File: config.mk
export PLATFORM = sky130hd
export DESIGN_NAME = jsf_random_bounded_draw_flat
export DESIGN_NICKNAME = d
export VERILOG_FILES = /design/src/design/jrbd_pkg.sv /design/src/design/jrbd_if.sv /design/src/design/jrbd_div.sv /design/src/design/jsf_random_bounded_draw.sv /design/src/flat_wrapper.sv
export SDC_FILE = /design/constraint.sdc
export NUM_CORES = 1
export LEC_CHECK = 0
export BUFFER_PORTS_ARGS = -buffer_cell sky130_fd_sc_hd__buf_2
export CAP_MARGIN = 20
export CORE_MARGIN = 10
export CORE_UTILIZATION = 25
export DETAILED_ROUTE_END_ITERATION = 6
export GPL_TIMING_DRIVEN = 0
export PLACE_DENSITY = 0.45
export SLEW_MARGIN = 10
export SYNTH_ARGS = -nofsm -noshare
export SYNTH_HDL_FRONTEND = slang
export SYNTH_SLANG_ARGS = --single-unit
File: constraint.sdc
create_clock -name clk -period 7.9 [get_ports clk]
set_clock_uncertainty 0.05 [all_clocks]
set_input_delay 1.185 -clock clk [delete_from_list [all_inputs] [get_ports clk]]
set_output_delay 1.185 -clock clk [all_outputs]
set_load 0.05 [all_outputs]
File: src/design/jrbd_pkg.sv
// ---------------------------------------------------------------------------
// jrbd_pkg
// Shared types and constants of the bounded random draw block.
// ---------------------------------------------------------------------------
`default_nettype none

package jrbd_pkg;

  localparam int unsigned JRBD_WIDTH = 32;

  localparam logic [31:0] JRBD_MAGIC      = 32'h1995_0801;
  localparam logic [31:0] JRBD_ALL_ONES   = 32'hFFFF_FFFF;
  localparam logic [31:0] JRBD_RESET_SEED = 32'd1;
  localparam logic [31:0] JRBD_PERCENT    = 32'd100;
  localparam logic [4:0]  JRBD_WARMUP     = 5'd20;
  localparam logic [4:0]  JRBD_DIV_LAST   = 5'(JRBD_WIDTH - 1);

  typedef enum logic [1:0] {
    OP_RAW     = 2'd0,
    OP_BOUNDED = 2'd1,
    OP_RANGE   = 2'd2,
    OP_CHANCE  = 2'd3
  } op_t;

  typedef enum logic [2:0] {
    ST_WARM,
    ST_IDLE,
    ST_SCALE,
    ST_ROUND,
    ST_QUOT,
    ST_EMIT
  } state_t;

  typedef struct packed {
    logic        start;
    logic [31:0] dividend;
    logic [31:0] divisor;
  } div_req_t;

  typedef struct packed {
    logic busy;
    logic done;
  } div_sts_t;

endpackage

`default_nettype wire

File: src/design/jrbd_if.sv
// ---------------------------------------------------------------------------
// jrbd_if
// Valid/ready channels of the bounded random draw block: request, result and
// seed write.
// ---------------------------------------------------------------------------
`default_nettype none

interface jrbd_req_if;
  logic               valid;
  logic               ready;
  logic        [1:0]  opcode;
  logic        [31:0] bound;
  logic signed [31:0] range_low;
  logic signed [31:0] range_high;
  logic signed [31:0] chance_percent;

  modport source (output valid, opcode, bound, range_low, range_high, chance_percent,
                  input ready);
  modport sink   (input valid, opcode, bound, range_low, range_high, chance_percent,
                  output ready);
endinterface

interface jrbd_rsp_if;
  logic        valid;
  logic        ready;
  logic [31:0] result_value;
  logic        chance_hit;

  modport source (output valid, result_value, chance_hit, input ready);
  modport sink   (input valid, result_value, chance_hit, output ready);
endinterface

interface jrbd_cfg_if;
  logic        valid;
  logic        ready;
  logic [31:0] seed_value;

  modport source (output valid, seed_value, input ready);
  modport sink   (input valid, seed_value, output ready);
endinterface

`default_nettype wire

File: src/design/jrbd_div.sv
// ---------------------------------------------------------------------------
// jrbd_div
// Restoring 32-bit unsigned divider, one quotient bit per cycle.
// ---------------------------------------------------------------------------
`default_nettype none

module jrbd_div (
  input  wire                 clk,
  input  wire                 rst_n,
  input  jrbd_pkg::div_req_t  req,
  output jrbd_pkg::div_sts_t  sts,
  output logic [31:0]         quotient
);

  logic        busy_r;
  logic        done_r;
  logic [4:0]  cnt_r;
  logic [31:0] rem_r;
  logic [31:0] quo_r;
  logic [31:0] dvs_r;

  logic [32:0] trial;
  logic [32:0] shifted;
  logic [31:0] rem_nxt;
  logic [31:0] quo_nxt;

  always_comb begin
    shifted = {rem_r, quo_r[31]};
    trial   = shifted - {1'b0, dvs_r};
    if (!trial[32]) begin
      rem_nxt = trial[31:0];
      quo_nxt = {quo_r[30:0], 1'b1};
    end else begin
      rem_nxt = shifted[31:0];
      quo_nxt = {quo_r[30:0], 1'b0};
    end
  end

  always_ff @(posedge clk) begin
    if (!rst_n) begin
      busy_r <= 1'b0;
      done_r <= 1'b0;
      cnt_r  <= '0;
    end else begin
      done_r <= 1'b0;
      if (req.start) begin
        busy_r <= 1'b1;
        cnt_r  <= '0;
      end else if (busy_r) begin
        cnt_r <= cnt_r + 5'd1;
        if (cnt_r == jrbd_pkg::JRBD_DIV_LAST) begin
          busy_r <= 1'b0;
          done_r <= 1'b1;
        end
      end
    end
  end

  always_ff @(posedge clk) begin
    if (req.start) begin
      rem_r <= '0;
      quo_r <= req.dividend;
      dvs_r <= req.divisor;
    end else if (busy_r) begin
      rem_r <= rem_nxt;
      quo_r <= quo_nxt;
    end
  end

  assign sts.busy = busy_r;
  assign sts.done = done_r;
  assign quotient = quo_r;

endmodule

`default_nettype wire

File: src/design/jsf_random_bounded_draw.sv
// ---------------------------------------------------------------------------
// jsf_random_bounded_draw
// Jenkins small fast 32-bit generator with bounded, signed range and percent
// chance draws.
// ---------------------------------------------------------------------------
// One request is taken at a time and gives one result. A raw word, a zero
// bound, or a full signed span takes a generator word with no divide; an
// empty signed range returns its low bound. A bounded draw first divides all
// ones by the bound and then divides each generator word by that scale, both
// on one shared serial divider, drawing a new word for every rejected one.
// After reset and after every seed write the generator runs 20 warm-up rounds,
// one per cycle, before the next request is taken. A finished result waits in
// an output register while the next request is accepted.
// ---------------------------------------------------------------------------
`default_nettype none

module jsf_random_bounded_draw (
  input  wire          clk,
  input  wire          rst_n,
  jrbd_req_if.sink     in_req,
  jrbd_rsp_if.source   out_rsp,
  jrbd_cfg_if.sink     cfg_wr
);

  jrbd_pkg::state_t state_r, state_nxt;

  logic [31:0] a_r, b_r, c_r, d_r;
  logic [4:0]  warm_cnt_r;

  jrbd_pkg::op_t op_r;
  logic [31:0] n_r;
  logic [31:0] offset_r;
  logic [6:0]  limit_r;
  logic [31:0] scale_r;
  logic [31:0] value_r;
  logic        hit_r;

  logic        out_valid_r;
  logic [31:0] out_value_r;
  logic        out_hit_r;

  jrbd_pkg::div_req_t div_req;
  jrbd_pkg::div_sts_t div_sts;
  logic [31:0]        div_q;

  // One generator round.
  logic [31:0] t_w, a_n, b_n, c_n, d_n;
  always_comb begin
    t_w = a_r - {b_r[4:0], b_r[31:5]};
    a_n = b_r ^ {c_r[14:0], c_r[31:15]};
    b_n = c_r + d_r;
    c_n = d_r + t_w;
    d_n = a_n + t_w;
  end

  // Request decode.
  logic          req_acc, cfg_acc, empty_rng, slot_free, reject;
  logic [31:0]   n_in, offset_in;
  logic [6:0]    limit_in;
  jrbd_pkg::op_t op_in;

  always_comb begin
    op_in     = jrbd_pkg::op_t'(in_req.opcode);
    empty_rng = (in_req.range_high < in_req.range_low);
    n_in      = '0;
    offset_in = '0;
    if (in_req.chance_percent[31]) begin
      limit_in = '0;
    end else if (in_req.chance_percent > $signed(jrbd_pkg::JRBD_PERCENT)) begin
      limit_in = jrbd_pkg::JRBD_PERCENT[6:0];
    end else begin
      limit_in = in_req.chance_percent[6:0];
    end
    unique case (op_in)
      jrbd_pkg::OP_RAW:     n_in = '0;
      jrbd_pkg::OP_BOUNDED: n_in = in_req.bound;
      jrbd_pkg::OP_RANGE: begin
        n_in      = in_req.range_high - in_req.range_low + 32'd1;
        offset_in = in_req.range_low;
      end
      jrbd_pkg::OP_CHANCE:  n_in = jrbd_pkg::JRBD_PERCENT;
      default:              n_in = '0;
    endcase
  end

  assign slot_free = !out_valid_r || out_rsp.ready;
  assign reject    = (div_q >= n_r);

  // Next state.
  always_comb begin
    state_nxt = state_r;
    unique case (state_r)
      jrbd_pkg::ST_WARM: begin
        if (warm_cnt_r == 5'd1) state_nxt = jrbd_pkg::ST_IDLE;
      end
      jrbd_pkg::ST_IDLE: begin
        if (cfg_wr.valid) begin
          state_nxt = jrbd_pkg::ST_WARM;
        end else if (in_req.valid) begin
          if (op_in == jrbd_pkg::OP_RANGE && empty_rng) state_nxt = jrbd_pkg::ST_EMIT;
          else if (n_in == '0)                          state_nxt = jrbd_pkg::ST_ROUND;
          else                                          state_nxt = jrbd_pkg::ST_SCALE;
        end
      end
      jrbd_pkg::ST_SCALE: begin
        if (div_sts.done) state_nxt = jrbd_pkg::ST_ROUND;
      end
      jrbd_pkg::ST_ROUND: begin
        state_nxt = (n_r == '0) ? jrbd_pkg::ST_EMIT : jrbd_pkg::ST_QUOT;
      end
      jrbd_pkg::ST_QUOT: begin
        if (div_sts.done) state_nxt = reject ? jrbd_pkg::ST_ROUND : jrbd_pkg::ST_EMIT;
      end
      jrbd_pkg::ST_EMIT: begin
        if (slot_free) state_nxt = jrbd_pkg::ST_IDLE;
      end
      default: state_nxt = jrbd_pkg::ST_IDLE;
    endcase
  end

  // Handshakes and divider requests.
  always_comb begin
    cfg_wr.ready     = (state_r == jrbd_pkg::ST_IDLE);
    in_req.ready     = (state_r == jrbd_pkg::ST_IDLE) && !cfg_wr.valid;
    div_req.start    = 1'b0;
    div_req.dividend = jrbd_pkg::JRBD_ALL_ONES;
    div_req.divisor  = n_in;
    unique case (state_r)
      jrbd_pkg::ST_IDLE: begin
        div_req.start = in_req.valid && !cfg_wr.valid && (n_in != '0) &&
                        !(op_in == jrbd_pkg::OP_RANGE && empty_rng);
      end
      jrbd_pkg::ST_ROUND: begin
        div_req.start    = (n_r != '0);
        div_req.dividend = d_n;
        div_req.divisor  = scale_r;
      end
      default: div_req.start = 1'b0;
    endcase
  end

  assign req_acc = in_req.valid && in_req.ready;
  assign cfg_acc = cfg_wr.valid && cfg_wr.ready;

  jrbd_div u_div (
    .clk      (clk),
    .rst_n    (rst_n),
    .req      (div_req),
    .sts      (div_sts),
    .quotient (div_q)
  );

  // Control and generator state.
  always_ff @(posedge clk) begin
    if (!rst_n) begin
      state_r     <= jrbd_pkg::ST_WARM;
      warm_cnt_r  <= jrbd_pkg::JRBD_WARMUP;
      a_r         <= jrbd_pkg::JRBD_MAGIC;
      b_r         <= jrbd_pkg::JRBD_RESET_SEED;
      c_r         <= jrbd_pkg::JRBD_RESET_SEED;
      d_r         <= jrbd_pkg::JRBD_RESET_SEED;
      out_valid_r <= 1'b0;
    end else begin
      state_r <= state_nxt;
      if (cfg_acc) begin
        warm_cnt_r <= jrbd_pkg::JRBD_WARMUP;
        a_r        <= jrbd_pkg::JRBD_MAGIC;
        b_r        <= cfg_wr.seed_value;
        c_r        <= cfg_wr.seed_value;
        d_r        <= cfg_wr.seed_value;
      end else if (state_r == jrbd_pkg::ST_WARM || state_r == jrbd_pkg::ST_ROUND) begin
        a_r <= a_n;
        b_r <= b_n;
        c_r <= c_n;
        d_r <= d_n;
        if (state_r == jrbd_pkg::ST_WARM) warm_cnt_r <= warm_cnt_r - 5'd1;
      end
      if (state_r == jrbd_pkg::ST_EMIT && slot_free) begin
        out_valid_r <= 1'b1;
      end else if (out_rsp.ready) begin
        out_valid_r <= 1'b0;
      end
    end
  end

  // Request payload and result.
  always_ff @(posedge clk) begin
    if (req_acc) begin
      op_r     <= op_in;
      n_r      <= n_in;
      offset_r <= offset_in;
      limit_r  <= limit_in;
      value_r  <= in_req.range_low;
      hit_r    <= 1'b0;
    end
    if (state_r == jrbd_pkg::ST_SCALE && div_sts.done) begin
      scale_r <= div_q;
    end
    if (state_r == jrbd_pkg::ST_ROUND && n_r == '0) begin
      value_r <= d_n + offset_r;
      hit_r   <= 1'b0;
    end
    if (state_r == jrbd_pkg::ST_QUOT && div_sts.done && !reject) begin
      value_r <= div_q + offset_r;
      hit_r   <= (op_r == jrbd_pkg::OP_CHANCE) && (div_q < {25'd0, limit_r});
    end
    if (state_r == jrbd_pkg::ST_EMIT && slot_free) begin
      out_value_r <= value_r;
      out_hit_r   <= hit_r;
    end
  end

  assign out_rsp.valid        = out_valid_r;
  assign out_rsp.result_value = out_value_r;
  assign out_rsp.chance_hit   = out_hit_r;

  // The divider is only started when idle.
  a_div_start_idle: assert property (@(posedge clk) disable iff (!rst_n)
    div_req.start |-> !div_sts.busy)
    else $error("divider started while busy");

  // A divide only finishes while the sequencer waits for it.
  a_div_done_wait: assert property (@(posedge clk) disable iff (!rst_n)
    div_sts.done |-> (state_r == jrbd_pkg::ST_SCALE || state_r == jrbd_pkg::ST_QUOT))
    else $error("divider result arrived outside a wait state");

  // A seed write restarts the full warm-up.
  a_seed_warm: assert property (@(posedge clk) disable iff (!rst_n)
    cfg_acc |=> (state_r == jrbd_pkg::ST_WARM && warm_cnt_r == jrbd_pkg::JRBD_WARMUP))
    else $error("seed write did not restart warm-up");

  // Leaving the emit state always presents a result.
  a_emit_valid: assert property (@(posedge clk) disable iff (!rst_n)
    (state_r == jrbd_pkg::ST_EMIT && slot_free) |=> out_valid_r)
    else $error("result lost on emit");

endmodule

`default_nettype wire
File: src/flat_wrapper.sv
// flat-port wrapper written by rule: the top's interface ports become plain ports
module jsf_random_bounded_draw_flat 
  (clk, rst_n, in_req_valid, in_req_opcode, in_req_bound, in_req_range_low, in_req_range_high, in_req_chance_percent, in_req_ready, out_rsp_valid, out_rsp_result_value, out_rsp_chance_hit, out_rsp_ready, cfg_wr_valid, cfg_wr_seed_value, cfg_wr_ready);
  jrbd_req_if in_req_i ();
  jrbd_rsp_if out_rsp_i ();
  jrbd_cfg_if cfg_wr_i ();
  input  wire clk;
  input  wire rst_n;
  input wire logic [$bits(in_req_i.valid)-1:0] in_req_valid;
  input wire logic [$bits(in_req_i.opcode)-1:0] in_req_opcode;
  input wire logic [$bits(in_req_i.bound)-1:0] in_req_bound;
  input wire logic [$bits(in_req_i.range_low)-1:0] in_req_range_low;
  input wire logic [$bits(in_req_i.range_high)-1:0] in_req_range_high;
  input wire logic [$bits(in_req_i.chance_percent)-1:0] in_req_chance_percent;
  output wire logic [$bits(in_req_i.ready)-1:0] in_req_ready;
  output wire logic [$bits(out_rsp_i.valid)-1:0] out_rsp_valid;
  output wire logic [$bits(out_rsp_i.result_value)-1:0] out_rsp_result_value;
  output wire logic [$bits(out_rsp_i.chance_hit)-1:0] out_rsp_chance_hit;
  input wire logic [$bits(out_rsp_i.ready)-1:0] out_rsp_ready;
  input wire logic [$bits(cfg_wr_i.valid)-1:0] cfg_wr_valid;
  input wire logic [$bits(cfg_wr_i.seed_value)-1:0] cfg_wr_seed_value;
  output wire logic [$bits(cfg_wr_i.ready)-1:0] cfg_wr_ready;
  assign in_req_i.valid = in_req_valid;
  assign in_req_i.opcode = in_req_opcode;
  assign in_req_i.bound = in_req_bound;
  assign in_req_i.range_low = in_req_range_low;
  assign in_req_i.range_high = in_req_range_high;
  assign in_req_i.chance_percent = in_req_chance_percent;
  assign in_req_ready = in_req_i.ready;
  assign out_rsp_valid = out_rsp_i.valid;
  assign out_rsp_result_value = out_rsp_i.result_value;
  assign out_rsp_chance_hit = out_rsp_i.chance_hit;
  assign out_rsp_i.ready = out_rsp_ready;
  assign cfg_wr_i.valid = cfg_wr_valid;
  assign cfg_wr_i.seed_value = cfg_wr_seed_value;
  assign cfg_wr_ready = cfg_wr_i.ready;
  jsf_random_bounded_draw u_core (.clk(clk), .rst_n(rst_n), .in_req(in_req_i), .out_rsp(out_rsp_i), .cfg_wr(cfg_wr_i));
endmodule
; After elaboration in Yosys (flattened, before gate mapping)
; Cells that the tools add are included.
[word_totals]
reg_bits = 411
wordCells = 129
input_bits = 167
out_inout_bits = 36
[classes]
mux = 37
eq_ne = 16
order_cmp = 4
bitwise_logic = 3
n_reduce_logical = 35
add_sub_neg = 11
[op_table]
columns = cell, n
row1 = $mux W32, 12
row2 = $add A32 B32 Y32, 5
row3 = $pmux W32 S4, 1
row4 = $logic_not A32 Y1, 2
row5 = $mux W64, 1
row6 = $reduce_bool A32 Y1, 2
row7 = $sub A32 B32 Y32, 2
row8 = $sub A33 B32 Y33, 1
row9 = $add A32 B1 Y32 const B, 1
row10 = $ge A32 B32 Y1, 1
row11 = $gt A32 B8 Y1 const B, 1
row12 = $lt A32 B32 Y1, 1
row13 = $lt A32 B7 Y1, 1
row14 = $xor A32 B32 Y32, 1
row15 = $mux W3, 8
row16 = $pmux W3 S6, 1
row17 = $logic_and A1 B1 Y1, 13
row18 = $mux W1, 12
row19 = $mux W7, 1
row20 = $eq A2 B2 Y1 const B, 3
row21 = $eq A3 B2 Y1 const B, 2
row22 = $eq A3 B3 Y1 const B, 2
row23 = $reduce_bool A2 Y1, 3
row24 = $reduce_or A2 Y1, 3
row25 = other kinds (19), 26

; Depth between registers and ports, before layout
; Gate-level depths: netlist of the first run.
[depth]
word_depth = 9
ltp_mapped = 37
ltp_nobuf = 37

; Modules after synthesis
; From an unflattened synthesis of the first run, not the netlist that was laid out.
[unflattened]
cells_unflattened = 3551
hier_area_um2 = 31007.2
[by_module_without_submodules]
columns = module, n_inst, seq_area_each_um2, cells_each, area_per_inst_um2
row1 = jsf_random_bounded_draw, 1, 7877.6, 2970, 25055.3
row2 = jrbd_div, 1, 2702.6, 581, 5952.0

; Least setup slack after synthesis of the first run
; Ideal clock, no wire load.
[synth_timing]
path_kind = register to register
from = reg u_core.b_r[5]
to = reg u_core.value_r[31], data pin
synth_period_minus_slack_ps = 6586
n_path_buf = 0
stages_incl_launch_ff = 36
setup_ps = 158
setup_slack_ps = 1314
arrival_ps = 6378
required_ps = 7692
path_cell_list = dfxtp_1 ha_1 inv_1 fa_1 a21o_1 a21oi_1 nand2b_1 a21oi_1 o21a_1 nor2_1 o21bai_1 a21oi_1 o21bai_1 a21oi_1 xnor2_1 ha_1 nor3b_1 a211oi_1 o21ai_0 a21oi_1 o21bai_1 a21oi_1 xor2_1 inv_1 ha_1 and3_1 a31oi_1 o22ai_1 a41o_1 o211a_1 o21ai_0 nand2b_1 a211o_1 a21oi_1 xnor3_1 o211ai_1
[synth_via]
elab_chain_cells = 5
elab_cells_between_ends = 6
cone_classes = add/sub: 3 / mux: 2 / bitwise: 1
[synth_rtl]
columns = element, line
row1 = "start, declared", jsf_random_bounded_draw.sv:27  ; logic [31:0] a_r, b_r, c_r, d_r;
row2 = "start signal, assigned", jsf_random_bounded_draw.sv:159  ; b_r <= jrbd_pkg::JRBD_RESET_SEED;
row3 = "start signal, assigned", jsf_random_bounded_draw.sv:168  ; b_r <= cfg_wr.seed_value;
row4 = "start signal, assigned", jsf_random_bounded_draw.sv:173  ; b_r <= b_n;
row5 = $sub A32 B32 Y32 / $xor A32 B32 Y32 (equally long branches), "jsf_random_bounded_draw.sv:49, jsf_random_bounded_draw.sv:50"
row6 = $add A32 B32 Y32 (*), jsf_random_bounded_draw.sv:53  ; d_n = a_n + t_w;
row7 = $add A32 B32 Y32 (*), jsf_random_bounded_draw.sv:200  ; value_r <= d_n + offset_r;
row8 = $mux W32 (*), jsf_random_bounded_draw.sv:199  ; if (state_r == jrbd_pkg::ST_ROUND && n_r == '0) begin
row9 = $mux W32 (*), jsf_random_bounded_draw.sv:203  ; if (state_r == jrbd_pkg::ST_QUOT && div_sts.done && !reject) begin
row10 = "end signal, assigned", jsf_random_bounded_draw.sv:193  ; value_r <= in_req.range_low;
row11 = "end signal, assigned", jsf_random_bounded_draw.sv:200
row12 = "end signal, assigned", jsf_random_bounded_draw.sv:204  ; value_r <= div_q + offset_r;
row13 = "end, declared", jsf_random_bounded_draw.sv:35  ; logic [31:0] value_r;
; Mark *: on every way between the ends. The rest lies on a longest branch, timed or not.
; A chain may end at the register's enable or synchronous reset.

; Final worst setup path of the first run
; Same ends and word-level chain as after synthesis.

==> flow_summary.yaml, run 1 <==
grt:
  grt_pass1_vias: 26160
  antenna_found_initial: 8
  grt_overflow: 0
  grt_pass1_wl_mm: 179.1
  grt_max_degree: 55
  global_route.usage.total_pct: 17.60
floorplanning:
  pin_count: 203
  fp-row-count: 128
  die_h_um: 369.2
  dieWidth_um: 369.2
  dieArea_sq_um: 136300
  start_util_pct: 25.11
  core_region_area_sq_um: 121400
setup_path:
  slowest_delay_ns: 0.40
  end_kind: "register"
  crit_type: "reg -> reg"
  cpMostUsedCell: "a21oi_1"
  cp.arrival_ns: 7.95
  critPathLaunchType: "register"
  rr_worst_depth: 32
  crit_end: "u_core.value_r[31]$_DFFE_PP_"
  cp.required_ns: 8.29
  path_max_fanout: 5
  r2r_slack_ns: 0.34
  worstReg2RegStart: "u_core.b_r[5]$_SDFFE_PN0P_"
  cp-startpoint: "u_core.b_r[5]$_SDFFE_PN0P_"
  r2r_end: "u_core.value_r[31]$_DFFE_PP_"
  cp_slowest_cell: "fa_1"
synthesis:
  async_flop_share_pct: 0
  syn_nets: 3974
  synth.avg_cell_area_sq_um: 8.813
  synth_edf_count: 235
  yosys_warnings: 0
  synth_seq_cells: 411
  synth-main-ff-cell: "edfxtp_1"
  seq_area_frac_synth_pct: 34.71
  syn-cell-area_sq_um: 30480
  syn_inst: 3459
  yosysUniqueCellTypes: 81
sta:
  worstMarginPinSlew_ns: 1.062
  finalCriticalPeriod_ns: 7.556
  finalSetupViolCount: 0
  maxSlewHeadroom_pct: 29.19
  max_freq_mhz: 132.3
  finalHoldViolCount: 0
  finalCritPeriodShare_pct: 95.65
  maxSlewViolCount: 0
layout:
  multi_input_area_sq_um: 18610
  seq_area_sq_um: 10580
  drive_gt1_share_pct: 10.95
  layout.nets: 4251
  area_delta_synth_final_pct: 17.62
  fin_cells: 5407
  num-fill-cells: 13150
detailed_routing:
  vias: 26970
  wl_per_cell_um: 23.15
  via_per_inst: 4.988
  ant_nets: 0
  wl_mm: 125.2
  first_pass_iters: 5
  drt_iter0_drc: 2056
  drc: 0
placement:
  place.gp.congestion: 0.8979
  post-dp-hpwl_mm: 101.8
  portBuffers: 202
  place_inst: 5293
clocking:
  numCtsBuffers: 54
  cts.sinks: 411
  cts_root_buf: "clkbuf_16"
  clk_latency_ns: 0.65
  cts.path.max_buffers: 3
  cts_hold_buf: 0
  cts_tree: "built"
  htreeDepth: 2
  cts.clk_slew.worst_paths_ns: 0.06
run_status:
  status: "finished clean"
job:
  drv_cap: 0
hold_path:
  min_path_type: "reg -> reg"
registers in the layout (all words and copies together), names as in the netlist, 3 cells and up:
register / flops
u_core.state_r: 3
u_core.u_div.rem_r: 32
u_core.c_r: 32
u_core.warm_cnt_r: 5
u_core.u_div.dvs_r: 32
u_core.value_r: 32
u_core.scale_r: 32
u_core.u_div.cnt_r: 5
u_core.u_div.quotient: 32
u_core.out_rsp.result_value: 32
u_core.offset_r: 32
u_core.d_r: 32
u_core.n_r: 32
u_core.a_r: 32
u_core.b_r: 32
u_core.limit_r: 7
placed cells by master, fill, tap and decap left out, types with 23 or more instances in the layout:
cell and count:
buf_2 213, nand2_1 188, a21oi_1 303, nor2b_1 45, dfxtp_1 175, nor3_1 72, ha_1 322, o21a_1 29
nand2b_1 59, nand4_1 30, fa_1 23, clkbuf_1 95, a31oi_1 30, o21ai_0 234, nand3_1 45, xor2_1 103
or3_1 26, inv_1 297, clkbuf_16 57, xnor2_1 117, o22ai_1 25, edfxtp_1 235, mux2i_1 62, a211oi_1 54
a21o_1 102, nor4_1 29, o21bai_1 26, nor2_1 391
per-stage QoR:
step | TNS (ns) | hold slack (ns) | area (sq um) | setup WS, ns | utilization, %
after global placement | -3.150 | 0.3539 | 33530 | -0.7510 | 27.62
after CTS | 0 | 0.3698 | 35670 | 0.005927 | 29.39
final | 0 | 0.3689 | 35860 | 0.3437 | 29.54
after floorplan | 0 | 0.3503 | 30480 | 1.314 | -
after global routing | -0.02739 | 0.3758 | 35850 | -0.02739 | 29.53
after detailed placement | -3.380 | 0.3554 | 33660 | -0.8302 | 27.73
synth_stat cells, drive strengths merged, types with 62 or more instances:
cell	instances	area share [%]
inv	298	3.7
nand2	189	2.3
nor2	392	4.8
xnor2	125	3.6
edfxtp	235	23
ha	325	13
mux2i	62	2.0
o21ai	242	4.0
dfxtp	176	12
a21oi	310	5.1
clkbuf	87	1.1
a21o	102	2.5
nor3	72	1.2
xor2	110	3.2
critical path: cells and delay by family, from the launching register on:
family / cells / cell delay (ns)
adders and majority gates: 4 / 1.25
DFF: 1 / 0.38
buffers and inverters: 3 / 0.31
xor gates and xnor gates: 2 / 0.58
and+or+nand+nor: 6 / 0.98
AOI/OAI and AO/OA: 17 / 3.79
how the worst min path moves through the flow:
stage | from | endpoint | slack [ns] | cells past startpoint
after global placement | u_core.value_r[31]$_DFFE_PP_ | u_core.out_rsp.result_value[31]$_DFFE_PP_ | 0.35 | 0
after detailed placement | u_core.value_r[24]$_DFFE_PP_ | u_core.out_rsp.result_value[24]$_DFFE_PP_ | 0.36 | 0
after CTS | u_core.value_r[4]$_DFFE_PP_ | u_core.out_rsp.result_value[4]$_DFFE_PP_ | 0.37 | 0
after global routing | u_core.value_r[3]$_DFFE_PP_ | u_core.out_rsp.result_value[3]$_DFFE_PP_ | 0.38 | 0
final | u_core.value_r[17]$_DFFE_PP_ | u_core.out_rsp.result_value[17]$_DFFE_PP_ | 0.37 | 0
after floorplan | u_core.hit_r$_SDFFCE_PN0P_ | u_core.out_rsp.chance_hit$_DFFE_PP_ | 0.35 | 0
layer usage:
layer	routed length [um]	vias to the layer above	global-route usage [%]
li1	-	13060	-
met1	55410	12970	22.79
met2	57750	755	29.25
met3	7306	179	3.175
met4	4660	6	5.988
met5	39	-	0
repair_timing:
action | CTS | global route
setup buffers | 3 | 9
endpoints found under the setup margin | 8 | 6
pin swaps | 8 | 7
gates resized for setup | 20 | 21
cloned | 0 | 0
area by class of cell:
class	count	share of cell area, %
clock inverters	27	0.8166
repair buffers	221	3.423
plain buffers	104	1.145
inverters	298	3.127
clock buffers	74	4.407
flip-flops and latches	411	29.51
diodes	1	0.006979
well taps	1625	5.671
multi-input cells	2646	51.89
logic make-up (layout without fill, tap and decap cells):
kind of cell / Yosys count / after routing / share of synthesized area, %
mux: 77 / 77 / 2.615
other cells: 0 / 1 / 0
fa+ha+maj: 348 / 348 / 14.85
compound gates: 1010 / 1010 / 21.00
flops: 411 / 411 / 34.71
simple gates: 975 / 975 / 14.99
xor+xnor: 236 / 236 / 6.826
buf+inv: 402 / 724 / 5.016
Power of run 1 is left out: the tool's default activity adds up to more than one toggle a clock period on the data nets, which glitch-free logic cannot reach.
==> inputs of run 2 (changes only) <==
CELL_PAD_IN_SITES_DETAIL_PLACEMENT = 1   (was default)
CELL_PAD_IN_SITES_GLOBAL_PLACEMENT = 2   (was default)
PLACE_DENSITY = 0.62   (was 0.45)
==> run 2 against run 1 <==
Hold slack got worse by 0.0056 ns. Global-route usage grew 1.8 points. Non-clock buffer count up 2. Via count rose by 1.4%. Final cell count increased by 0.17%. Highest routed layer unchanged. Die area did not move. Maximum frequency is 0.11% higher. Design area increased by 0.77%. Critical path depth decreased by 2.
==> flow_summary.yaml, run 2 (synthesis results as in run 1) <==
run_status:
  status: "finished clean"
sta:
  finalHoldViolCount: 0
  finalSetupViolCount: 0
  finalCritPeriodShare_pct: 95.55
  max_freq_mhz: 132.5
  hold-worst-slack_ns: 0.3633
  maxSlewHeadroom_pct: 23.10
  maxSlewViolCount: 0
  worstMarginPinSlew_ns: 1.154
  finalCriticalPeriod_ns: 7.548
setup_path:
  path_max_fanout: 8
  rr_worst_depth: 30
  crit_family: "compound AO/OA/AOI/OAI gates"
  cp.required_ns: 8.32
  end_kind: "register"
  r2r_slack_ns: 0.35
  path_buf_inv: 1
  slowest_delay_ns: 0.43
  worstReg2RegStart: "u_core.b_r[5]$_SDFFE_PN0P_"
  r2r_end: "u_core.value_r[31]$_DFFE_PP_"
  crit_type: "reg -> reg"
  cp_slowest_cell: "o311ai_2"
  critPathLaunchType: "register"
  cp.arrival_ns: 7.97
floorplanning:
  fp-row-count: 128
  dieArea_sq_um: 136300
  start_util_pct: 25.11
  die_h_um: 369.2
  dieWidth_um: 369.2
  core_region_area_sq_um: 121400
  pin_count: 203
grt:
  global_route.usage.total_pct: 19.41
  grt_overflow: 0
  grt_pass1_vias: 27970
  grt_pass1_wl_mm: 196.6
  antenna_found_initial: 8
  grt_max_degree: 42
layout:
  drive_gt1_share_pct: 11.08
  seq_area_sq_um: 10580
  multi_input_area_sq_um: 18620
  layout.nets: 4256
  num-fill-cells: 14380
  final_common_cell: "nor2_1"
  final_cell_mix: "390 x nor2_1, 322 x ha_1, 302 x a21oi_1"
  fin_cells: 5416
  final_core_util_pct: 29.76
  area_delta_synth_final_pct: 18.54
  final_cell_area_sq_um: 36130
detailed_routing:
  wl_mm: 137.2
  first_pass_iters: 5
  drc: 0
  vias: 27350
  via_per_inst: 5.050
  drt_iter0_drc: 1808
  ant_nets: 0
  wl_per_cell_um: 25.34
placement:
  post-dp-hpwl_mm: 111.6
  place_inst: 5295
  dpl_cell_area_sq_um: 33680
  place.gp.congestion: 0.8871
  portBuffers: 202
clocking:
  cts.sinks: 411
  cts.clk_slew.worst_paths_ns: 0.06
  htreeDepth: 2
  cts_root_buf: "clkbuf_16"
  clk_latency_ns: 0.68
  cts_hold_buf: 0
  cts_tree: "built"
  cts.path.max_buffers: 3
  numCtsBuffers: 57
hold_path:
  holdPathEnd: "u_core.out_rsp.result_value[31]$_DFFE_PP_"
  min_from: "u_core.value_r[31]$_DFFE_PP_"
  min_path_type: "reg -> reg"
  min_path_cells: 0
job:
  drv_cap: 0
==> run 2: cell count changes in the layout (fill, tap and decap cells not counted), moves of 4 or more <==
cell | before | now
clkbuf_1 | 95 | 99
clkinvlp_4 | 4 | 8
clkinv_2 | 10 | 4
clkbuf_8 | 9 | 5
bufinv_16 | 4 | 12
==> run 2: worst reg2reg max path: cells and delay by family, from the launching register on <==
family	cells	cell delay (ns)
buffers and inverters	1	0.06
AND/OR/NAND/NOR	5	0.70
AO/OA/AOI/OAI	18	4.28
flip-flops	1	0.41
XOR/XNOR	2	0.55
adder cells (fa/ha/maj)	4	1.29
==> run 2: metal layers <==
layer	track usage, %	wire length [um]	vias to the layer above
met2	33.00	64710	567
met3	2.594	6394	119
met4	3.817	2555	2
li1	-	-	13050
met5	0	12	-
met1	26.11	63550	13610
==> run 2: final cells by class <==
| cell class | instances | area share (%) |
|---|---|---|
| sequential | 411 | 29.28 |
| antenna | 2 | 0.01385 |
| inverter | 298 | 3.103 |
| clock inverter | 31 | 1.427 |
| buffer | 104 | 1.139 |
| timing repair buffer | 223 | 3.477 |
| tap | 1625 | 5.627 |
| multi-input combinational | 2646 | 51.53 |
| clock buffer | 76 | 4.401 |
==> run 2: worst max-delay path by stage <==
stage | startpoint | end | slack (ns) | cells after the start
floorplan | u_core.b_r[5]$_SDFFE_PN0P_ | u_core.value_r[31]$_DFFE_PP_ | 1.31 | 35
CTS | u_core.b_r[5]$_SDFFE_PN0P_ | u_core.value_r[31]$_DFFE_PP_ | 0.003 | 34
global route | u_core.b_r[5]$_SDFFE_PN0P_ | u_core.value_r[31]$_DFFE_PP_ | -0.01 | 31
finish | u_core.b_r[5]$_SDFFE_PN0P_ | u_core.value_r[31]$_DFFE_PP_ | 0.35 | 30
detailed placement | u_core.b_r[5]$_SDFFE_PN0P_ | u_core.value_r[31]$_DFFE_PP_ | -0.73 | 34
global placement | u_core.b_r[5]$_SDFFE_PN0P_ | u_core.value_r[31]$_DFFE_PP_ | -0.74 | 30
==> run 2: repair_timing <==
item | in CTS | in global routing
gates resized for setup | 25 | 20
pin swaps | 8 | 11
setup buffers | 3 | 8
setup endpoints to repair | 7 | 7
==> run 2: per-stage QoR <==
stage	setup TNS (ns)	setup WS (ns)
floorplan	0	1.314
global placement	-6.153	-0.7431
detailed placement	-2.350	-0.7333
CTS	0	0.003372
finish	0	0.3518
global route	-0.01113	-0.01113
Power of run 2 is left out for the same reason.
